$ cat config.mk
export PLATFORM = sky130hd
export DESIGN_NAME = rgb_to_hsv_converter_flat
export DESIGN_NICKNAME = d
export VERILOG_FILES = /design/src/sv/rgbhsv_pkg.sv /design/src/sv/rgbhsv_in_if.sv /design/src/sv/rgbhsv_out_if.sv /design/src/sv/rgbhsv_front.sv /design/src/sv/rgbhsv_div_step.sv /design/src/sv/rgbhsv_out_stage.sv /design/src/sv/rgb_to_hsv_converter.sv /design/src/flat_wrapper.sv
export SDC_FILE = /design/constraint.sdc
export NUM_CORES = 2
export LEC_CHECK = 0
export BUFFER_PORTS_ARGS = -buffer_cell sky130_fd_sc_hd__buf_2
export CAP_MARGIN = 15
export CORE_MARGIN = 3
export CORE_UTILIZATION = 43
export DETAILED_ROUTE_END_ITERATION = 8
export GPL_ROUTABILITY_DRIVEN = 0
export SLEW_MARGIN = 20
export SYNTH_ARGS = -nofsm -noshare
export SYNTH_HDL_FRONTEND = slang
export SYNTH_SLANG_ARGS = --single-unit
$ cat constraint.sdc
create_clock -name clk -period 11.65 [get_ports clk]
set_input_delay 1.165 -clock clk [delete_from_list [all_inputs] [get_ports clk]]
set_output_delay 1.165 -clock clk [all_outputs]
set_load 0.03 [all_outputs]
$ cat src/sv/rgbhsv_pkg.sv
`default_nettype none
// ----------------------------------------------------------------------------
// rgbhsv_pkg
// shared widths, constants, stage payload types and divider setup for the
// rgb to hsv converter
// ----------------------------------------------------------------------------
package rgbhsv_pkg;

  localparam int FRAC_BITS     = 12;
  localparam int HUE_FRAC_BITS = 6;

  // fixed field widths
  localparam int CH_W  = 16;
  localparam int HUE_W = 15;
  localparam int SAT_W = 13;

  // hue constants in 2^-HUE_FRAC_BITS degree units
  localparam int HUE_SECTOR = 60 << HUE_FRAC_BITS;
  localparam int HUE_GREEN  = 120 << HUE_FRAC_BITS;
  localparam int HUE_BLUE   = 240 << HUE_FRAC_BITS;
  localparam int HUE_FULL   = 360 << HUE_FRAC_BITS;
  localparam int HC_W       = $clog2(HUE_FULL + 1);

  // quotient bits: enough for both the hue sector and saturation
  localparam int HQ_W = $clog2(HUE_SECTOR + 1);
  localparam int SQ_W = FRAC_BITS + 1;
  localparam int Q_W  = (HQ_W > SQ_W) ? HQ_W : SQ_W;
  localparam int NUM_W = CH_W + Q_W;

  typedef enum logic [1:0] {
    SEL_RED,
    SEL_GREEN,
    SEL_BLUE
  } sel_t;

  // after max / min search
  typedef struct packed {
    logic [CH_W-1:0] bright;
    logic [CH_W-1:0] range;
    logic [CH_W-1:0] diff;
    logic            neg;
    sel_t            sel;
    logic            gray;
    logic            black;
    logic [CH_W-1:0] alpha;
  } front_t;

  // state of both restoring dividers
  typedef struct packed {
    logic [CH_W-1:0] hrem;
    logic [Q_W-1:0]  hlow;
    logic [Q_W-1:0]  hq;
    logic [CH_W-1:0] hden;
    logic [CH_W-1:0] srem;
    logic [Q_W-1:0]  slow;
    logic [Q_W-1:0]  sq;
    logic            neg;
    sel_t            sel;
    logic            gray;
    logic            black;
    logic [CH_W-1:0] bright;
    logic [CH_W-1:0] alpha;
  } div_t;

  // numerators: diff * 60 degrees over range, range << FRAC_BITS over max
  function automatic div_t div_init(front_t f);
    logic [NUM_W-1:0] hnum;
    logic [NUM_W-1:0] snum;
    div_t d;
    hnum = NUM_W'(f.diff) * NUM_W'(HUE_SECTOR);
    snum = NUM_W'(f.range) << FRAC_BITS;
    d.hrem   = hnum[NUM_W-1:Q_W];
    d.hlow   = hnum[Q_W-1:0];
    d.hq     = '0;
    d.hden   = f.range;
    d.srem   = snum[NUM_W-1:Q_W];
    d.slow   = snum[Q_W-1:0];
    d.sq     = '0;
    d.neg    = f.neg;
    d.sel    = f.sel;
    d.gray   = f.gray;
    d.black  = f.black;
    d.bright = f.bright;
    d.alpha  = f.alpha;
    return d;
  endfunction

endpackage
`default_nettype wire

$ cat src/sv/rgbhsv_in_if.sv
`default_nettype none
// ----------------------------------------------------------------------------
// rgbhsv_in_if
// pixel input channel: valid / ready with rgb and alpha
// ----------------------------------------------------------------------------
interface rgbhsv_in_if;
  import rgbhsv_pkg::*;

  logic            valid;
  logic            ready;
  logic [CH_W-1:0] red;
  logic [CH_W-1:0] green;
  logic [CH_W-1:0] blue;
  logic [CH_W-1:0] alpha;

  modport source (output valid, red, green, blue, alpha, input ready);
  modport sink   (input valid, red, green, blue, alpha, output ready);
endinterface
`default_nettype wire

$ cat src/sv/rgbhsv_out_if.sv
`default_nettype none
// ----------------------------------------------------------------------------
// rgbhsv_out_if
// hsv result channel: valid / ready with hue, saturation, brightness, alpha
// ----------------------------------------------------------------------------
interface rgbhsv_out_if;
  import rgbhsv_pkg::*;

  logic             valid;
  logic             ready;
  logic [HUE_W-1:0] hue;
  logic [SAT_W-1:0] saturation;
  logic [CH_W-1:0]  brightness;
  logic [CH_W-1:0]  alpha_out;

  modport source (output valid, hue, saturation, brightness, alpha_out, input ready);
  modport sink   (input valid, hue, saturation, brightness, alpha_out, output ready);
endinterface
`default_nettype wire

$ cat src/sv/rgbhsv_front.sv
`default_nettype none
// ----------------------------------------------------------------------------
// rgbhsv_front
// first stage: max / min, winning channel, range and signed channel difference
// ----------------------------------------------------------------------------
module rgbhsv_front (
  input  wire                          clk,
  input  wire                          rst_n,
  input  wire                          load,
  input  wire                          v_in,
  input  wire [rgbhsv_pkg::CH_W-1:0]   red,
  input  wire [rgbhsv_pkg::CH_W-1:0]   green,
  input  wire [rgbhsv_pkg::CH_W-1:0]   blue,
  input  wire [rgbhsv_pkg::CH_W-1:0]   alpha,
  output logic                         v_out,
  output rgbhsv_pkg::front_t           q_out
);
  import rgbhsv_pkg::*;

  logic            v_r;
  front_t          q_r;
  front_t          q_nxt;
  logic [CH_W-1:0] mx;
  logic [CH_W-1:0] mn;
  logic [CH_W-1:0] pa;
  logic [CH_W-1:0] pb;

  always_comb begin
    mx = red;
    mn = red;
    if (green > mx) mx = green;
    if (blue > mx) mx = blue;
    if (green < mn) mn = green;
    if (blue < mn) mn = blue;

    // ties go to red, then green
    if (red >= green && red >= blue) begin
      q_nxt.sel = SEL_RED;
      pa = green;
      pb = blue;
    end else if (green >= blue) begin
      q_nxt.sel = SEL_GREEN;
      pa = blue;
      pb = red;
    end else begin
      q_nxt.sel = SEL_BLUE;
      pa = red;
      pb = green;
    end

    q_nxt.neg    = pa < pb;
    q_nxt.diff   = (pa >= pb) ? (pa - pb) : (pb - pa);
    q_nxt.bright = mx;
    q_nxt.range  = mx - mn;
    q_nxt.gray   = mx == mn;
    q_nxt.black  = mx == '0;
    q_nxt.alpha  = alpha;
  end

  always_ff @(posedge clk) begin
    if (!rst_n) begin
      v_r <= 1'b0;
    end else if (load) begin
      v_r <= v_in;
    end
  end

  always_ff @(posedge clk) begin
    if (load) begin
      q_r <= q_nxt;
    end
  end

  assign v_out = v_r;
  assign q_out = q_r;
endmodule
`default_nettype wire

$ cat src/sv/rgbhsv_div_step.sv
`default_nettype none
// ----------------------------------------------------------------------------
// rgbhsv_div_step
// one restoring step of the hue and saturation dividers, one quotient bit each
// ----------------------------------------------------------------------------
module rgbhsv_div_step (
  input  wire                     clk,
  input  wire                     rst_n,
  input  wire                     load,
  input  wire                     v_in,
  input  wire rgbhsv_pkg::div_t   d_in,
  output logic                    v_out,
  output rgbhsv_pkg::div_t        d_out
);
  import rgbhsv_pkg::*;

  logic          v_r;
  div_t          d_r;
  div_t          d_nxt;
  logic [CH_W:0] ht;
  logic [CH_W:0] st;
  logic          hbit;
  logic          sbit;

  always_comb begin
    d_nxt = d_in;
    hbit  = 1'b0;
    sbit  = 1'b0;

    // hue: remainder stays below range, so ht < 2 * range
    ht = {d_in.hrem, d_in.hlow[Q_W-1]};
    if (ht >= {1'b0, d_in.hden}) begin
      hbit       = 1'b1;
      d_nxt.hrem = CH_W'(ht - {1'b0, d_in.hden});
    end else begin
      d_nxt.hrem = ht[CH_W-1:0];
    end
    d_nxt.hlow = d_in.hlow << 1;
    d_nxt.hq   = {d_in.hq[Q_W-2:0], hbit};

    // saturation: divisor is the max
    st = {d_in.srem, d_in.slow[Q_W-1]};
    if (st >= {1'b0, d_in.bright}) begin
      sbit       = 1'b1;
      d_nxt.srem = CH_W'(st - {1'b0, d_in.bright});
    end else begin
      d_nxt.srem = st[CH_W-1:0];
    end
    d_nxt.slow = d_in.slow << 1;
    d_nxt.sq   = {d_in.sq[Q_W-2:0], sbit};
  end

  always_ff @(posedge clk) begin
    if (!rst_n) begin
      v_r <= 1'b0;
    end else if (load) begin
      v_r <= v_in;
    end
  end

  always_ff @(posedge clk) begin
    if (load) begin
      d_r <= d_nxt;
    end
  end

  assign v_out = v_r;
  assign d_out = d_r;
endmodule
`default_nettype wire

$ cat src/sv/rgbhsv_out_stage.sv
`default_nettype none
// ----------------------------------------------------------------------------
// rgbhsv_out_stage
// sector offset, red wrap, gray and black cases, output register
// ----------------------------------------------------------------------------
module rgbhsv_out_stage (
  input  wire                               clk,
  input  wire                               rst_n,
  input  wire                               load,
  input  wire                               v_in,
  input  wire rgbhsv_pkg::div_t             d_in,
  output logic                              v_out,
  output logic [rgbhsv_pkg::HUE_W-1:0]      hue,
  output logic [rgbhsv_pkg::SAT_W-1:0]      saturation,
  output logic [rgbhsv_pkg::CH_W-1:0]       brightness,
  output logic [rgbhsv_pkg::CH_W-1:0]       alpha_out
);
  import rgbhsv_pkg::*;

  logic             v_r;
  logic [HUE_W-1:0] hue_r;
  logic [SAT_W-1:0] sat_r;
  logic [CH_W-1:0]  bright_r;
  logic [CH_W-1:0]  alpha_r;
  logic [HC_W-1:0]  q;
  logic [HC_W-1:0]  h;
  logic [HUE_W-1:0] hue_nxt;
  logic [SAT_W-1:0] sat_nxt;

  always_comb begin
    q = HC_W'(d_in.hq);
    case (d_in.sel)
      SEL_RED: begin
        if (!d_in.neg) begin
          h = q;
        end else if (q == '0) begin
          h = '0;
        end else begin
          h = HC_W'(HUE_FULL) - q;
        end
      end
      SEL_GREEN: h = d_in.neg ? HC_W'(HUE_GREEN) - q : HC_W'(HUE_GREEN) + q;
      SEL_BLUE:  h = d_in.neg ? HC_W'(HUE_BLUE) - q : HC_W'(HUE_BLUE) + q;
      default:   h = '0;
    endcase
    hue_nxt = d_in.gray ? '0 : HUE_W'(h);
    sat_nxt = d_in.black ? '0 : SAT_W'(d_in.sq);
  end

  always_ff @(posedge clk) begin
    if (!rst_n) begin
      v_r <= 1'b0;
    end else if (load) begin
      v_r <= v_in;
    end
  end

  always_ff @(posedge clk) begin
    if (load) begin
      hue_r    <= hue_nxt;
      sat_r    <= sat_nxt;
      bright_r <= d_in.bright;
      alpha_r  <= d_in.alpha;
    end
  end

  assign v_out      = v_r;
  assign hue        = hue_r;
  assign saturation = sat_r;
  assign brightness = bright_r;
  assign alpha_out  = alpha_r;
endmodule
`default_nettype wire

$ cat src/sv/rgb_to_hsv_converter.sv
`default_nettype none
// ----------------------------------------------------------------------------
// rgb_to_hsv_converter
// pipelined rgb to hsv conversion; when not stalled, one pixel per clock
// ----------------------------------------------------------------------------
// Takes one pixel per clock while in_ch.ready is high (unsigned rgb with
// FRAC_BITS fraction bits, plus alpha) and returns hue in 2^-HUE_FRAC_BITS
// degree units, saturation as range / max with FRAC_BITS fraction bits,
// brightness = max, and alpha unchanged. Throughput is one item per cycle
// while the output is not stalled. The pipeline has one stage for the max /
// min search, Q_W stages of the two restoring dividers that run side by side,
// one quotient bit per stage, and one stage for the hue sector offset and
// output register. Hue and saturation quotients are truncated. Each stage
// holds its item when the stage after it is full and stalled, so bubbles
// close up and in_ch.ready stays high while the output register is empty or
// is being drained.
module rgb_to_hsv_converter (
  input  wire            clk,
  input  wire            rst_n,
  rgbhsv_in_if.sink      in_ch,
  rgbhsv_out_if.source   out_ch
);
  import rgbhsv_pkg::*;

  // stage 0 front, stages 1 .. Q_W divider, stage Q_W+1 output
  localparam int N_ST = Q_W + 2;

  logic [N_ST-1:0] v;
  logic [N_ST-1:0] load;
  front_t          front_q;
  div_t            dq [Q_W+1];

  // a stage takes a new item when it is empty or its item moves on
  assign load[N_ST-1] = !v[N_ST-1] || out_ch.ready;
  for (genvar k = 0; k < N_ST - 1; k++) begin : g_load
    assign load[k] = !v[k] || load[k+1];
  end

  assign in_ch.ready = load[0];

  rgbhsv_front u_front (
    .clk   (clk),
    .rst_n (rst_n),
    .load  (load[0]),
    .v_in  (in_ch.valid),
    .red   (in_ch.red),
    .green (in_ch.green),
    .blue  (in_ch.blue),
    .alpha (in_ch.alpha),
    .v_out (v[0]),
    .q_out (front_q)
  );

  // numerators formed on the way into the first divider step
  assign dq[0] = div_init(front_q);

  for (genvar k = 0; k < Q_W; k++) begin : g_div
    rgbhsv_div_step u_step (
      .clk   (clk),
      .rst_n (rst_n),
      .load  (load[k+1]),
      .v_in  (v[k]),
      .d_in  (dq[k]),
      .v_out (v[k+1]),
      .d_out (dq[k+1])
    );
  end

  rgbhsv_out_stage u_out (
    .clk        (clk),
    .rst_n      (rst_n),
    .load       (load[N_ST-1]),
    .v_in       (v[N_ST-2]),
    .d_in       (dq[Q_W]),
    .v_out      (v[N_ST-1]),
    .hue        (out_ch.hue),
    .saturation (out_ch.saturation),
    .brightness (out_ch.brightness),
    .alpha_out  (out_ch.alpha_out)
  );

  assign out_ch.valid = v[N_ST-1];

  // saturation never exceeds one
  a_sat_range: assert property (@(posedge clk) disable iff (!rst_n)
    out_ch.valid |-> (32'(out_ch.saturation) <= (32'd1 << FRAC_BITS)))
    else $error("saturation above one");

  // hue stays below a full turn
  a_hue_range: assert property (@(posedge clk) disable iff (!rst_n)
    out_ch.valid |-> (32'(out_ch.hue) < 32'(HUE_FULL)))
    else $error("hue out of range");

  // black pixel gives zero hue and saturation
  a_black: assert property (@(posedge clk) disable iff (!rst_n)
    (out_ch.valid && out_ch.brightness == '0) |->
      (out_ch.hue == '0 && out_ch.saturation == '0))
    else $error("black pixel with nonzero hue or saturation");

  // an empty output register never blocks the input
  a_ready_empty: assert property (@(posedge clk) disable iff (!rst_n)
    !out_ch.valid |-> in_ch.ready)
    else $error("input stalled with empty output register");

endmodule
`default_nettype wire
$ cat src/flat_wrapper.sv
// flat-port wrapper written by rule: the top's interface ports become plain ports
module rgb_to_hsv_converter_flat import rgbhsv_pkg::*;
  (clk, rst_n, in_ch_valid, in_ch_red, in_ch_green, in_ch_blue, in_ch_alpha, in_ch_ready, out_ch_valid, out_ch_hue, out_ch_saturation, out_ch_brightness, out_ch_alpha_out, out_ch_ready);
  rgbhsv_in_if in_ch_i ();
  rgbhsv_out_if out_ch_i ();
  input  wire clk;
  input  wire rst_n;
  input wire logic [$bits(in_ch_i.valid)-1:0] in_ch_valid;
  input wire logic [$bits(in_ch_i.red)-1:0] in_ch_red;
  input wire logic [$bits(in_ch_i.green)-1:0] in_ch_green;
  input wire logic [$bits(in_ch_i.blue)-1:0] in_ch_blue;
  input wire logic [$bits(in_ch_i.alpha)-1:0] in_ch_alpha;
  output wire logic [$bits(in_ch_i.ready)-1:0] in_ch_ready;
  output wire logic [$bits(out_ch_i.valid)-1:0] out_ch_valid;
  output wire logic [$bits(out_ch_i.hue)-1:0] out_ch_hue;
  output wire logic [$bits(out_ch_i.saturation)-1:0] out_ch_saturation;
  output wire logic [$bits(out_ch_i.brightness)-1:0] out_ch_brightness;
  output wire logic [$bits(out_ch_i.alpha_out)-1:0] out_ch_alpha_out;
  input wire logic [$bits(out_ch_i.ready)-1:0] out_ch_ready;
  assign in_ch_i.valid = in_ch_valid;
  assign in_ch_i.red = in_ch_red;
  assign in_ch_i.green = in_ch_green;
  assign in_ch_i.blue = in_ch_blue;
  assign in_ch_i.alpha = in_ch_alpha;
  assign in_ch_ready = in_ch_i.ready;
  assign out_ch_valid = out_ch_i.valid;
  assign out_ch_hue = out_ch_i.hue;
  assign out_ch_saturation = out_ch_i.saturation;
  assign out_ch_brightness = out_ch_i.brightness;
  assign out_ch_alpha_out = out_ch_i.alpha_out;
  assign out_ch_i.ready = out_ch_ready;
  rgb_to_hsv_converter u_core (.clk(clk), .rst_n(rst_n), .in_ch(in_ch_i), .out_ch(out_ch_i));
endmodule
* After elaboration in Yosys (flattened, before gate mapping)
Cells that the tools add are included.
** Storage, ports and cells
- Bits of input ports :: 68
- Register bits :: 1393
** Operators by class
- Eq/ne operators :: 3
- Muxes and demuxes :: 65
- $lt $le $gt $ge :: 35
- Multipliers :: 1
- Reductions and logical operators :: 34
- $add $sub $neg :: 32
** Operators by type and width (number)
- $mux W16 :: 33
- $sub A16 B16 Y16 :: 27
- $ge A17 B16 Y1 :: 24
- $ge A16 B16 Y1 :: 6
- $mux W15 :: 4
- $lt A16 B16 Y1 :: 3
- $pmux W15 S3 :: 1
- $gt A16 B16 Y1 :: 2
- $mux W1 :: 26
- $mul A16 B4 Y20 const B :: 1
- $eq A16 B16 Y1 :: 1
- $logic_not A16 Y1 :: 1
- $add A14 B13 Y15 const A :: 1
- $logic_not A1 Y1 :: 15
- $logic_or A1 B1 Y1 :: 15
- $sub A14 B13 Y15 const A :: 1
- $sub A15 B13 Y15 const A :: 1
- $add A13 B13 Y14 const A :: 1
- $sub A13 B13 Y14 const A :: 1
- $logic_not A13 Y1 :: 1
- $eq A2 B1 Y1 const B :: 1
- $eq A2 B2 Y1 const B :: 1
- $logic_not A2 Y1 :: 1
- $mux W2 :: 1
- $logic_and A1 B1 Y1 :: 1

* Depth between registers and ports, before layout
- Depth after elaboration :: 16
- Depth in mapped cells :: 34

* Cells and area by module
From an unflattened synthesis, not the netlist that was laid out.
** Unflattened totals
- Cell total of the unflattened synthesis :: 7242
- Area, all modules :: 95107.5 µm²
** By module, submodules not included
- rgbhsv_div_step (u_core.g_div[10].u_step ...) :: times used 10, cells each 458, area an instance 6334.8 µm²
- rgbhsv_div_step (u_core.g_div[0].u_step ...) :: times used 3, cells each 457, area an instance 6372.4 µm²
- rgbhsv_front :: times used 1, cells each 848, area an instance 7955.1 µm²
- rgbhsv_out_stage :: times used 1, cells each 226, area an instance 2924.1 µm²
- rgb_to_hsv_converter :: times used 1, cells each 217, area an instance 1762.9 µm²

* Worst setup path after synthesis
OpenSTA, ideal clock, no wires.
- Kind :: input to output
- Start point :: in out_ch_ready
- End point :: out in_ch_ready
- Stages :: 10
- Data arrival time :: 7529 ps
- Setup slack :: 2956 ps
- Cell sequence :: nor2b_1 -> inv_1 -> nor2_1 -> and2_1 -> inv_1 -> nor2_1 -> and2_1 -> and3_1 -> and2_1 -> nand2_1
** Between the ends
- Word-level cells in the longest chain between the ends :: 15
** Ends and longest elaborated chain
- from (decl) :: RTL line flat_wrapper.sv:19 : input wire logic [$bits(out_ch_i.ready)-1:0] out_ch_ready;
- $logic_or A1 B1 Y1 :: RTL line rgb_to_hsv_converter.sv:34 : assign load[N_ST-1] = !v[N_ST-1] || out_ch.ready;
- via u_core.u_out.load :: RTL line rgbhsv_out_stage.sv:9 : input wire load,
- $logic_or A1 B1 Y1 (5 in a row) :: RTL line rgb_to_hsv_converter.sv:36 : assign load[k] = !v[k] || load[k+1];
- via u_core.g_div[8].u_step.load :: RTL line rgbhsv_div_step.sv:9 : input wire load,
- $logic_or A1 B1 Y1 (9 in a row) :: RTL line rgb_to_hsv_converter.sv:36
- to (decl) :: RTL line flat_wrapper.sv:13 : output wire logic [$bits(in_ch_i.ready)-1:0] in_ch_ready;
The timed path passes the listed nets, and every way through them passes these cells.

==> impl_metrics.tcl <==
set metrics [dict create \
    crit_top_cell "sky130_fd_sc_hd__ha_1" \
    biggest_fanout_along_the_worst_timing_path 24 \
    floorplan_die_height_um 421 \
    route.detailed.wl_per_inst_um 16.9 \
    cts.repair.resized 0 \
    route.detailed.vias_per_inst 5.25 \
    fin_setup_tns_ns 0 \
    detailed_placer_s_ending_hpwl_mm 110 \
    syn_avg_cell_area_um2 12.3 \
    postRouteAntennaNets 0 \
    sequential_cell_area_fraction_in_the_yosys_report_pct 56.3 \
    cts-hold-fix-buffers 0 \
    dominantRegCellSynth "sky130_fd_sc_hd__edfxtp_1" \
    overflow_after_grt 0 \
    track_usage_pct 16.4 \
    finish.net_count 6918 \
    synthTopCellsByCount "sky130_fd_sc_hd__edfxtp_1 (1378), sky130_fd_sc_hd__inv_1 (633), sky130_fd_sc_hd__ha_1 (575)" \
    grt_max_degree 71 \
    syn-num-nets 6702 \
    mappedNetlistArea_mm2 0.0740 \
    synth_most_common_cell "sky130_fd_sc_hd__edfxtp_1" \
    route.layer.met1.wl_mm 60.5 \
    synth_edf_count 1378 \
    max-clock-path-buffers 3 \
    die_width_um 421 \
    fin_worst_skew_ns 0.0391 \
    synthesis.yosys.warnings 0 \
    hold_start "u_core.g_div[8].u_step.d_out[97]" \
    initial_utilization_pct 43.5 \
    layout_worst_path_cycle_share_pct 74.4 \
    netlist_instances 6003 \
    antenna_found_initial 3 \
    yosys_register_bits 1393 \
    worstSkewPairLatency_ns 0.77 \
    hold_class "register to register" \
    placeableCoreArea_mm2 0.170 \
    netlist.top_cell.by_area "sky130_fd_sc_hd__edfxtp_1" \
    grt_pass1_vias 45800 \
    worst_slew_pin_slew_ns 1.08 \
    drv_cap 0 \
    status "complete, no violations" \
    row_count 151 \
    fp.dieArea_mm2 0.177 \
    critPathCaptureType "register" \
    wl_met2_mm 74.1 \
    portBuffers 129 \
    post-route-min-period_ns 8.66 \
    wire_length_of_the_first_global_routing_pass_mm 234 \
    hold_path_depth 0 \
    synth-async-reset-ratio_pct 0 \
    totalWireLength_mm 146 \
    fmaxAchievable_mhz 115 \
    cp_data_required_time_ns 12.14 \
    report.final.slew_viol_count 0 \
    arrival_time_of_the_worst_setup_path_ns 9.16 \
    synthTopCellsByArea "sky130_fd_sc_hd__edfxtp_1 (56%), sky130_fd_sc_hd__ha_1 (9.7%), sky130_fd_sc_hd__inv_1 (3.2%), sky130_fd_sc_hd__mux2_2 (3.2%), sky130_fd_sc_hd__a21oi_1 (2.7%)" \
    cts.sink_count 1393 \
    reg2reg_to "u_core.g_div[0].u_step.d_out[131]" \
    top_signal_layer_used "met5" \
    class_of_the_most_critical_setup_path "input port to register" \
    worst_r2r_path_depth 22 \
    cts_tree "done" \
    drt_drc_violations_left 0 \
    capture_endpoint_of_the_worst_hold_path "u_core.g_div[9].u_step.d_out[98]" \
    hold_viol 0 \
    routed-via-count 45400 \
    layout-area-overhead-vs-synth_pct 11.1 \
    i_o_pins 130 \
    layout-drive-gt1-share_pct 11.1 \
    setup_repair_after_global_routing_missed_its_margin "false" \
    clk_root_buffer_cell "sky130_fd_sc_hd__clkbuf_16" \
    post_synth_num_cell_types 98 \
    routed-wl-met3_mm 5.28 \
    cts.clk_slew.worst_paths_ns 0.06 \
    number_of_setup_violations_in_the_final_report 0 \
    htreeDepth 4 \
    r2r_slack_ns 5.09 \
    worst_slew_margin_rel_pct 25.9 \
    drt-pass1-iter-count 8 \
    initialDrtViolationCount 2532 \
    start_kind "input port" \
    tritoncts_buffer_count 152 \
    post_cts_buffers 0 \
    crit_slowest_cell "sky130_fd_sc_hd__and2_1" \
    yosys.area.top_type_share_pct 55.9 \
    cp_slowest_stage_delay_ns 0.85 \
    reg2reg_from "u_core.u_front.q_out[21]" \
]
## cell usage in the layout (no fill, tap or decap), drive strengths merged, types with 69 or more instances in the layout
cell and n:
o21a 80, nand4 95, nor3 140, clkinv 69
inv 644, a21oi 410, o21ai 249, mux2i 109
nor2b 107, mux2 218, xor2 122, nand3 120
ha 575, nor2 337, nand2 273, clkbuf 185
a21o 119, buf 164, xnor2 178, nand2b 77
edfxtp 1378
## kinds of logic (layout without fill, tap and decap cells)
group,Yosys count,count (layout),synth area share [%]
adder cells (fa/ha/maj),631,631,11.2
buffers and inverters,739,1075,3.95
XOR/XNOR,301,301,3.58
other,0,2,0
flip-flops,1393,1393,56.3
AO/OA/AOI/OAI,1239,1239,10.9
AND/OR/NAND/NOR,1373,1373,9.27
multiplexers,327,327,4.80
## registers in the layout (all words and copies together) (netlist names)
name and count:
u_core.u_front.q_out 69, u_core.u_front.v_out 1, u_core.u_out.alpha_out 16, u_core.g_div.u_step.v_out 13, u_core.g_div.u_step.d_out 1249, u_core.u_out.brightness 16, u_core.u_out.saturation 13, u_core.u_out.hue 15
u_core.u_out.v_out 1
## per-stage QoR
step	instance area (µm²)	utilization [%]	hold WS (ns)	instances	setup WS, ns
2_1_floorplan	74000	-	0.400	6003	2.96
3_3_place_gp	77400	45.5	0.400	8358	2.40
3_5_place_dp	77400	45.5	0.405	8359	2.36
4_1_cts	82200	48.3	0.401	8633	3.18
5_1_grt	82200	48.3	0.404	8634	2.76
6_report	82200	48.3	0.399	8636	2.99
## final cells by class
type / count / area (µm²)
fillers: 14800 / 88000
inverters: 637 / 2420
clock inverters: 89 / 828
repair buffers: 164 / 923
well taps: 2295 / 2870
clock buffers: 185 / 3950
flip-flops and latches: 1393 / 41700
multi-input cells: 3871 / 29500
diodes: 2 / 5.00
## metal layers
metal,vias to the layer above,track usage [%]
li1,22600,-
met1,21500,19.0
met2,880,30.0
met3,332,2.52
met4,2,6.98
met5,-,0
## worst max-delay path by stage
| stage | from | to | slack (ns) | cells past startpoint |
|---|---|---|---|---|
| 5_1_grt | in_ch_green[10] | u_core.u_front.q_out[52] | 2.76 | 28 |
| 3_5_place_dp | in_ch_green[10] | u_core.u_front.q_out[52] | 2.36 | 28 |
| 3_3_place_gp | in_ch_green[10] | u_core.u_front.q_out[52] | 2.40 | 28 |
| 6_report | in_ch_green[10] | u_core.u_front.q_out[52] | 2.99 | 28 |
| 2_1_floorplan | out_ch_ready | in_ch_ready | 2.96 | 10 |
| 4_1_cts | in_ch_green[10] | u_core.u_front.q_out[52] | 3.18 | 28 |
## worst max-delay path, delay by kind of cell
family                   cells  cell delay (ns)
AO/OA/AOI/OAI               14             3.44
buffers and inverters        3             0.59
AND/OR/NAND/NOR              5             1.80
XOR/XNOR                     1             0.43
adder cells (fa/ha/maj)      3             0.97
multiplexers                 2             0.73
Power is not shown: default switching activity piles up to over one toggle a cycle in this logic, so the estimate is an artifact.
